**src/rtl/core/dpir_pkg.sv**
```systemverilog
// Package for the DMA priority and interrupt registers: types, constants and the summary function.
`default_nettype none

package dpir_pkg;

   localparam int unsigned DPIR_NUM_CHANNELS = 7;
   localparam int unsigned CHAN_W = 3;

   localparam logic [31:0] CTRL_RESET = 32'h0765_4321;
   localparam logic [31:0] IEN_MASK   = 32'h007F_0000;
   localparam logic [31:0] IFLAG_MASK = 32'h7F00_0000;

   localparam int unsigned IEN_LSB    = 16;
   localparam int unsigned IFLAG_LSB  = 24;
   localparam int unsigned FORCE_BIT  = 15;
   localparam int unsigned MASTER_BIT = 23;
   localparam int unsigned SUM_BIT    = 31;

   localparam int unsigned NIB_W      = 4;
   localparam int unsigned PRI_W      = 3;
   localparam int unsigned RUN_BIT    = 3;

   localparam logic [2:0] SEL_CLEAR_BYTE = 3'd7;

   typedef enum logic [1:0] {
      OP_READ  = 2'd0,
      OP_WRITE = 2'd1,
      OP_TICK  = 2'd2,
      OP_NONE  = 2'd3
   } op_type;

   typedef enum logic {
      ST_IDLE = 1'b0,
      ST_TICK = 1'b1
   } state_type;

   function automatic logic summary_bit(input logic [31:0] w);
      logic [31:0] en_fl;
      begin
         en_fl = ((w & IEN_MASK) << (IFLAG_LSB - IEN_LSB)) & (w & IFLAG_MASK);
         summary_bit = w[FORCE_BIT] | (w[MASTER_BIT] & (en_fl != 32'd0));
      end
   endfunction

endpackage

`default_nettype wire

```
**src/rtl/core/dma_priority_interrupt_regs.sv**
```systemverilog
// DMA controller control and interrupt registers with a priority-ordered channel sequencer.
// Reads, writes and unused ops: one result, registered in the cycle after the transfer;
//    with a free output and no tick running one such access is accepted every cycle.
// Tick: NUM_CHANNELS results, one per cycle while the output is free, from a shared 7-way
//    priority search picking the next unserved channel; requests stall until the tick ends.
// Synchronous active-high reset: control word 0x07654321, interrupt word zero, output empty.
`default_nettype none

module dma_priority_interrupt_regs
   import dpir_pkg::*;
#(
   parameter int unsigned NUM_CHANNELS = DPIR_NUM_CHANNELS
) (
   input  wire logic                    clock,
   input  wire logic                    reset,
   input  wire logic                    req_valid,
   output logic                         req_stall,
   input  wire logic [1:0]              req_op,
   input  wire logic [2:0]              req_byte_sel,
   input  wire logic [7:0]              req_wdata,
   input  wire logic [6:0]              req_req_mask,
   output logic                         rsp_valid,
   input  wire logic                    rsp_stall,
   output logic [7:0]                   rsp_rdata,
   output logic [CHAN_W-1:0]            rsp_chan,
   output logic                         rsp_chan_run,
   output logic                         rsp_irq,
   output logic                         rsp_last
);

   state_type                state_ff, state_in;
   logic [31:0]              ctrl_ff, ctrl_in;
   logic [31:0]              intr_ff, intr_in;
   logic [NUM_CHANNELS-1:0]  done_ff, done_in;
   logic                     any_ff, any_in;
   logic                     rsp_valid_ff, rsp_valid_in;
   logic [7:0]               rsp_rdata_ff, rsp_rdata_in;
   logic [CHAN_W-1:0]        rsp_chan_ff, rsp_chan_in;
   logic                     rsp_run_ff, rsp_run_in;
   logic                     rsp_irq_ff, rsp_irq_in;
   logic                     rsp_last_ff, rsp_last_in;

   logic                     out_free;
   logic                     sel_found;
   logic [PRI_W-1:0]         sel_pri;
   logic [CHAN_W-1:0]        sel_ch;
   logic                     sel_run;
   logic [NUM_CHANNELS-1:0]  sel_onehot;
   logic [NUM_CHANNELS-1:0]  done_next;
   logic [31:0]              word_v;
   logic                     any_v;
   logic [4:0]               shift_v;

   // The shared priority search: ascending scan with >= favors the higher channel on a tie.
   always_comb begin
      sel_found  = 1'b0;
      sel_pri    = '0;
      sel_ch     = '0;
      sel_run    = 1'b0;
      sel_onehot = '0;
      for (int c = 0; c < NUM_CHANNELS; c++) begin
         if (!done_ff[c] && (!sel_found || ctrl_ff[NIB_W*c +: PRI_W] >= sel_pri)) begin
            sel_found     = 1'b1;
            sel_pri       = ctrl_ff[NIB_W*c +: PRI_W];
            sel_ch        = CHAN_W'(c);
            sel_run       = ctrl_ff[NIB_W*c + RUN_BIT];
            sel_onehot    = '0;
            sel_onehot[c] = 1'b1;
         end
      end
   end

   assign done_next = done_ff | sel_onehot;
   assign out_free  = !rsp_valid_ff || !rsp_stall;
   assign req_stall = (state_ff != ST_IDLE) || !out_free;

   always_comb begin
      state_in     = state_ff;
      ctrl_in      = ctrl_ff;
      intr_in      = intr_ff;
      done_in      = done_ff;
      any_in       = any_ff;
      rsp_valid_in = out_free ? 1'b0 : rsp_valid_ff;
      rsp_rdata_in = rsp_rdata_ff;
      rsp_chan_in  = rsp_chan_ff;
      rsp_run_in   = rsp_run_ff;
      rsp_irq_in   = rsp_irq_ff;
      rsp_last_in  = rsp_last_ff;
      word_v       = intr_ff;
      any_v        = 1'b0;
      shift_v      = {req_byte_sel[1:0], 3'b000};

      unique case (state_ff)
         ST_IDLE: begin
            if (req_valid && !req_stall) begin
               rsp_valid_in = 1'b1;
               rsp_rdata_in = '0;
               rsp_chan_in  = '0;
               rsp_run_in   = 1'b0;
               rsp_irq_in   = 1'b0;
               rsp_last_in  = 1'b1;
               unique case (op_type'(req_op))
                  OP_READ: begin
                     if (req_byte_sel[2]) begin
                        rsp_rdata_in = intr_ff[shift_v +: 8];
                     end else begin
                        rsp_rdata_in = ctrl_ff[shift_v +: 8];
                     end
                  end
                  OP_WRITE: begin
                     if (!req_byte_sel[2]) begin
                        ctrl_in[shift_v +: 8] = req_wdata;
                     end else begin
                        if (req_byte_sel == SEL_CLEAR_BYTE) begin
                           word_v[31:24] = intr_ff[31:24] & ~req_wdata;
                        end else begin
                           word_v[shift_v +: 8] = req_wdata;
                        end
                        word_v[SUM_BIT] = summary_bit(word_v);
                        intr_in = word_v;
                     end
                  end
                  OP_TICK: begin
                     for (int c = 0; c < NUM_CHANNELS; c++) begin
                        if (req_req_mask[c] && intr_ff[IEN_LSB + c]) begin
                           word_v[IFLAG_LSB + c] = 1'b1;
                           any_v = 1'b1;
                        end
                     end
                     intr_in      = word_v;
                     any_in       = any_v;
                     done_in      = '0;
                     rsp_valid_in = 1'b0;
                     state_in     = ST_TICK;
                  end
                  OP_NONE: begin
                  end
                  default: begin
                  end
               endcase
            end
         end
         ST_TICK: begin
            if (out_free) begin
               rsp_valid_in = 1'b1;
               rsp_rdata_in = '0;
               rsp_chan_in  = sel_ch;
               rsp_run_in   = sel_run;
               rsp_last_in  = (done_next == '1);
               rsp_irq_in   = (done_next == '1) && any_ff &&
                              (intr_ff[FORCE_BIT] || intr_ff[MASTER_BIT]);
               done_in      = done_next;
               if (done_next == '1) begin
                  state_in = ST_IDLE;
               end
            end
         end
         default: begin
            state_in = ST_IDLE;
         end
      endcase
   end

   always_ff @(posedge clock) begin
      if (reset) begin
         state_ff     <= ST_IDLE;
         ctrl_ff      <= CTRL_RESET;
         intr_ff      <= '0;
         done_ff      <= '0;
         any_ff       <= 1'b0;
         rsp_valid_ff <= 1'b0;
      end else begin
         state_ff     <= state_in;
         ctrl_ff      <= ctrl_in;
         intr_ff      <= intr_in;
         done_ff      <= done_in;
         any_ff       <= any_in;
         rsp_valid_ff <= rsp_valid_in;
      end
   end

   always_ff @(posedge clock) begin
      rsp_rdata_ff <= rsp_rdata_in;
      rsp_chan_ff  <= rsp_chan_in;
      rsp_run_ff   <= rsp_run_in;
      rsp_irq_ff   <= rsp_irq_in;
      rsp_last_ff  <= rsp_last_in;
   end

   assign rsp_valid    = rsp_valid_ff;
   assign rsp_rdata    = rsp_rdata_ff;
   assign rsp_chan     = rsp_chan_ff;
   assign rsp_chan_run = rsp_run_ff;
   assign rsp_irq      = rsp_irq_ff;
   assign rsp_last     = rsp_last_ff;

endmodule

`default_nettype wire
```
**config.mk**
```make
export PLATFORM = sky130hd
export DESIGN_NAME = dma_priority_interrupt_regs
export DESIGN_NICKNAME = d
export VERILOG_FILES = /design/src/rtl/core/dpir_pkg.sv /design/src/rtl/core/dma_priority_interrupt_regs.sv
export SDC_FILE = /design/constraint.sdc
export NUM_CORES = 1
export LEC_CHECK = 0
export BUFFER_PORTS_ARGS = -buffer_cell sky130_fd_sc_hd__buf_2
export CORE_ASPECT_RATIO = 1.4
export CORE_MARGIN = 5
export CORE_UTILIZATION = 61
export DETAILED_ROUTE_END_ITERATION = 16
export PLACE_DENSITY = 0.81
export SETUP_SLACK_MARGIN = 0.1
export SLEW_MARGIN = 5
export SYNTH_ARGS = -nofsm -noshare
export SYNTH_HDL_FRONTEND = slang
export SYNTH_SLANG_ARGS = --single-unit
```
**constraint.sdc**
```tcl
create_clock -name clock -period 12 [get_ports clock]
set_input_delay 0.6 -clock clock [delete_from_list [all_inputs] [get_ports clock]]
set_output_delay 0.6 -clock clock [all_outputs]
set_load 0.005 [all_outputs]
```
* Word-level counts from Yosys, hierarchy flattened *
Cells that the tools add are included.

storage, ports and cells
  register bits = 88
  input port bits = 24
  output and inout bits = 16

cells by class
  $add $sub $neg = 1
  $lt $le $gt $ge = 6
  eq/ne operators = 16
  shifts and indexed selects = 4
  muxes and demuxes = 90
  bitwise logic cells = 9
  reduce and logical (&&, ||, !) cells = 56

operators with widths
  operator                                                                 number
  24-bit two-way mux                                                       5
  7-bit two-way mux                                                        13
  32-bit bitwise mux                                                       2
  32-bit one-hot mux with 2 select lines                                   1
  32-bit by 6-bit variable part select with 8-bit output                   2
  1-bit two-way mux                                                        42
  5-bit AND reduction                                                      8
  3-bit two-way mux                                                        13
  32-bit two-way mux                                                       1
  8-bit two-way mux                                                        4
  32-bit nonzero test                                                      1
  8-bit by 7-bit variable shift with 32-bit output (first input constant)  1
  8-bit by 7-bit variable part select with 32-bit output                   1
  31-bit bitwise AND                                                       1
  3-bit greater-or-equal comparator                                        6
  2-bit inequality test (second input constant)                            9
  1-bit logical AND                                                        16
  8-bit one-hot mux with 2 select lines                                    1
  1-bit zero test                                                          15
  7-bit one-hot mux with 2 select lines                                    1
  1-bit one-hot mux with 2 select lines                                    5
  1-bit logical OR                                                         9
  7-bit bitwise AND                                                        1
  7-bit equality test (second input constant)                              1
  19 further kinds                                                         23

* Logic depth before layout (Yosys ltp) *
  depth in word-level cells = 31
  mapped depth = 45

* Least setup slack after synthesis *
OpenSTA, ideal clock, no wires.

  path kind = reg2reg
  from = register done_ff[0]
  to = register rsp_irq_ff (netlist: rsp_irq), data pin
  arrival = 8.745 ns
  required time = 11.867 ns
  setup slack = 3.122 ns
  cell stages (with the launch flop) = 44
  path buffers = 5
  period minus slack after synthesis = 8.878 ns
  cell sequence = dfxtp_1 -> buf_4 -> nor2b_1 -> ha_1 -> nand2b_1 -> a2111oi_0 -> or3_1 -> buf_4 -> mux2_2 -> ha_1 -> nand2b_1 -> a21o_1 -> a221oi_1 -> or2_2 -> buf_4 -> mux2i_1 -> ha_1 -> o21ai_0 -> (+8 left out) -> o31ai_2 -> clkbuf_1 -> mux2_2 -> ha_1 -> nand2b_1 -> a31oi_2 -> a21oi_1 -> nor2_1 -> a22oi_1 -> o21a_1 -> ha_1 -> nand2b_1 -> a31oi_1 -> a21o_2 -> a41oi_1 -> a2111o_1 -> a311oi_2 -> o2111a_1

between the ends
  word-level cells in the longest chain between the ends = 31
  elaborated cells on any way between the ends = 48

RTL lines
  item                                                                  line                                text
  start: declaration                                                    dma_priority_interrupt_regs.sv:34   logic [NUM_CHANNELS-1:0] done_ff, done_in;
  start signal: assignment                                              dma_priority_interrupt_regs.sv:176  done_ff <= done_in;
  3-bit two-way mux                                                     dma_priority_interrupt_regs.sv:62   if (!done_ff[c] && (!sel_found || ctrl_ff[NIB_W*c +: PRI_W] >= sel_pri)) begin
  3-bit greater-or-equal comparator                                     dma_priority_interrupt_regs.sv:62
  1-bit logical OR                                                      dma_priority_interrupt_regs.sv:62
  1-bit logical AND                                                     dma_priority_interrupt_regs.sv:62
  3-bit two-way mux or 1-bit two-way mux (tied branches)                dma_priority_interrupt_regs.sv:62
  3-bit greater-or-equal comparator or 1-bit zero test (tied branches)  dma_priority_interrupt_regs.sv:62
  1-bit logical OR                                                      dma_priority_interrupt_regs.sv:62
  1-bit logical AND                                                     dma_priority_interrupt_regs.sv:62
  (+14 left out)                                                        -
  1-bit logical OR                                                      dma_priority_interrupt_regs.sv:62
  1-bit logical AND                                                     dma_priority_interrupt_regs.sv:62
  7-bit two-way mux                                                     dma_priority_interrupt_regs.sv:62
  7-bit bitwise OR *                                                    dma_priority_interrupt_regs.sv:73   assign done_next = done_ff | sel_onehot;
  7-bit equality test *                                                 dma_priority_interrupt_regs.sv:150  rsp_irq_in = (done_next == '1) && any_ff &&
  1-bit logical AND * (2 in a row)                                      dma_priority_interrupt_regs.sv:150
  1-bit two-way mux *                                                   dma_priority_interrupt_regs.sv:144  if (out_free) begin
  1-bit one-hot mux with 2 select lines *                               dma_priority_interrupt_regs.sv:93   unique case (state_ff)
  end signal: assignment                                                dma_priority_interrupt_regs.sv:186  rsp_irq_ff <= rsp_irq_in;
  end: declaration                                                      dma_priority_interrupt_regs.sv:40   logic rsp_irq_ff, rsp_irq_in;

Mark *: on every way between the ends. The rest lies on a longest branch, timed or not. The select of a mux whose other input is x is not followed.
A chain may end at the register's enable or synchronous reset.

* Worst setup path after layout *
Ends and elaborated chain as after synthesis.

==> impl_metrics.env <==
export IMPL_ys_seq_elements=88
export IMPL_drv_cap=0
export IMPL_die_y_um=118.7
export IMPL_avgViaCountPerCell=6.720
export IMPL_stdcell_area_um2=5649
export IMPL_cts_resized=0
export IMPL_synthCells=607
export IMPL_use_met2=0.4774
export IMPL_synth_area_leader_cell="dfxtp_1"
export IMPL_antenna_found_initial=0
export IMPL_slowest_delay_ns=0.73
export IMPL_cts_max_level=3
export IMPL_path_delay_family="compound AO/OA/AOI/OAI gates"
export IMPL_p_clk_frac=0.454
export IMPL_critPathRequiredTime_ns=12.22
export IMPL_drc=0
export IMPL_yosys_area_top_type_share=0.2879
export IMPL_worst_ep_arrival_time_ns=10.78
export IMPL_num_antenna_cells=0
export IMPL_dr_pass1_iters=5
export IMPL_cp_max_fo=13
export IMPL_finalHoldViolations=0
export IMPL_crit_type="register to register"
export IMPL_synthTopCellsByArea="dfxtp_1 29%, edfxtp_1 8.2%, nand2_1 7.5%, a21oi_1 7.0%, mux4_2 7.0%"
export IMPL_path_clk_slew_ns=0.06
export IMPL_tightest_slew_ns=1.000
export IMPL_seqPwrFrac=0.436
export IMPL_fin_tns_setup_ns=0
export IMPL_place_congestion=0.9910
export IMPL_cp_start_kind="register"
export IMPL_leakage_nw=2.013
export IMPL_drt_iter0_markers=397
export IMPL_root_buffer="clkbuf_16"
export IMPL_crit_top_cell="ha_1"
export IMPL_rsz0062_at_grt="no"
export IMPL_drive_gt1_frac=0.1479
export IMPL_overflow=0
export IMPL_dpl_cell_area_um2=5304
export IMPL_fmax_mhz=94.63
export IMPL_synth_distinct_cells=61
export IMPL_grtUsageMet3=0.05289
export IMPL_min_period_ns=10.57
export IMPL_portBuffers=39
export IMPL_hold_buffers=0
export IMPL_p_sw_frac=0.2525
export IMPL_grt_use_met1=0.3613
export IMPL_ir_drop_mv=0.08641
export IMPL_core_area_um2=8198
export IMPL_yosysSeqAreaShare=0.3696
export IMPL_netlist_area_um2=5145
export IMPL_wl_um=14790
export IMPL_clk_path_buf_depth=2
export IMPL_synth_edf_count=14
export IMPL_skew_ns=0.007264
export IMPL_timing_rr_end="rsp_irq"
export IMPL_grt_first_pass_wirelength_um=23760
export IMPL_post_drt_wl_per_cell_um=20.43
export IMPL_cts_sinks=88
export IMPL_gr_max_usage_layer="met2"
export IMPL_pin_count=40
export IMPL_slowest_stage="nor2b_1"
export IMPL_cp_startpoint="done_ff[0]"
export IMPL_die_area_um2=10400
export IMPL_synth_warnings=0
export IMPL_worstSkewPairLatency_ns=0.35
export IMPL_finalSetupViolations=0
export IMPL_die_w_um=87.62
export IMPL_antenna_left=0
export IMPL_p_switching_w=0.0001794
export IMPL_yosysMostFrequentCell="nand2_1"
export IMPL_avgSynthCellArea_um2=8.476
export IMPL_hold_class="register to register"
export IMPL_cts_setup_buffers=0
export IMPL_cp_depth=39
export IMPL_syn_nets=654
export IMPL_p_per_area_nw_per_um2=125.8
export IMPL_dr_total_vias=4865
export IMPL_dp_hpwl_um=10660
export IMPL_cts_tree="done"
export IMPL_nNetsFinal=664
export IMPL_p_int_w=0.0005310
export IMPL_rrSetupSlack_ns=1.43
export IMPL_grt_max_degree=75
export IMPL_drv_slew=0
export IMPL_numCtsBuffers=9
export IMPL_fin_crit_sh=0.8806
export IMPL_cp_end_kind="register"
export IMPL_ys_async_sr_fraction=0
export IMPL_grt_pass1_vias=4798
export IMPL_combPwrFrac=0.110
export IMPL_num_rows=39
export IMPL_initial_core_util=0.6276
export IMPL_grt_total_usage=0.2930
export IMPL_outcome="completed"
export IMPL_r2r_start="done_ff[0]"
export IMPL_cp_endpoint="rsp_irq"
export IMPL_max_slew_margin_rel=0.3303
export IMPL_area_growth_pct=9.801
export IMPL_worst_path_buf_inv=0
export IMPL_ff2ff_path_depth=39
export IMPL_synth_ff_type="dfxtp_1"
export IMPL_synth_common_cells="103 x nand2_1, 74 x dfxtp_1, 72 x a21oi_1"
[registers in the layout, summed over array words and instances, names as in the netlist, 3 cells and up]
name	flops
rsp_chan	3
done_ff	7
ctrl_ff	32
rsp_rdata	8
intr_ff	32
[how the worst min path moves through the flow]
stage	cells after the start	start	to	slack [ns]
finish	2	ctrl_ff[31]	ctrl_ff[31]	0.45
global route	2	ctrl_ff[31]	ctrl_ff[31]	0.47
CTS	2	ctrl_ff[31]	ctrl_ff[31]	0.45
detailed placement	2	ctrl_ff[31]	ctrl_ff[31]	0.44
global placement	2	ctrl_ff[31]	ctrl_ff[31]	0.43
floorplan	2	ctrl_ff[31]	ctrl_ff[31]	0.43
[per-stage QoR]
| stage | hold WS, ns | power (W) | instances | setup WS, ns | utilization |
|---|---|---|---|---|---|
| floorplan | 0.4287 | 0.0003689 | 607 | 3.122 | - |
| global placement | 0.4343 | 0.0003913 | 708 | 2.175 | 0.6470 |
| detailed placement | 0.4433 | 0.0003928 | 708 | 1.550 | 0.6470 |
| CTS | 0.4520 | 0.0007108 | 724 | 1.552 | 0.6891 |
| global route | 0.4662 | 0.0007326 | 724 | 0.6331 | 0.6891 |
| finish | 0.4538 | 0.0007104 | 724 | 1.433 | 0.6891 |
[cell usage in the layout (no fill, tap or decap), types with 6 or more instances in the layout]
cell type,synthesis,final
nor3_1,8,8
a211o_1,13,13
inv_1,15,15
nand2_1,103,103
nor3b_1,6,6
ha_1,23,23
clkbuf_16,0,10
nand4_1,16,16
a21oi_1,72,72
dfxtp_1,74,74
a22o_1,6,6
edfxtp_1,14,14
buf_2,2,39
o21ai_0,18,18
a22oi_1,10,10
nor2_1,42,42
nand2b_1,9,9
nor2b_1,6,6
nand3_1,34,34
mux4_2,16,16
[logic make-up after synthesis]
family          share of synthesized area
compound gates                     0.2104
simple gates                       0.2320
buf+inv                           0.04791
fa+ha+maj                         0.05593
flops                              0.3696
mux                               0.08414
[power groups by stage]
stage / Combinational [W] / Clock (W) / Sequential, W
4_1_cts: 0.0000767 / 0.000324 / 0.000310
2_1_floorplan: 0.0000534 / 0 / 0.000316
5_1_grt: 0.0000850 / 0.000337 / 0.000310
3_3_place_gp: 0.0000750 / 0 / 0.000316
3_5_place_dp: 0.0000763 / 0 / 0.000317
6_report: 0.0000781 / 0.000322 / 0.000310
[final cells by class]
| cell class | instances | area [µm²] |
|---|---|---|
| clock buffer | 10 | 250.2 |
| clock inverter | 6 | 95.09 |
| fill | 683 | 2549 |
| inverter | 16 | 60.06 |
| multi-input combinational | 460 | 2997 |
| sequential | 88 | 1902 |
| tap | 102 | 127.6 |
| timing repair buffer | 42 | 217.7 |
[worst register-to-register path: cells and delay by family, from the launching register on]
kind / cells / cell delay [ns]
flip-flops: 1 / 0.55
AND/OR/NAND/NOR: 11 / 2.53
multiplexers: 2 / 0.72
adder cells (fa/ha/maj): 6 / 1.63
AO/OA/AOI/OAI: 20 / 5.00
[metal layers]
layer / vias to the layer above / share of wire
met5: - / 0
met4: 0 / 0.042
met3: 49 / 0.080
met2: 282 / 0.50
met1: 2286 / 0.38
li1: 2248 / -
Note: power is estimated with default switching activity, not from simulation.
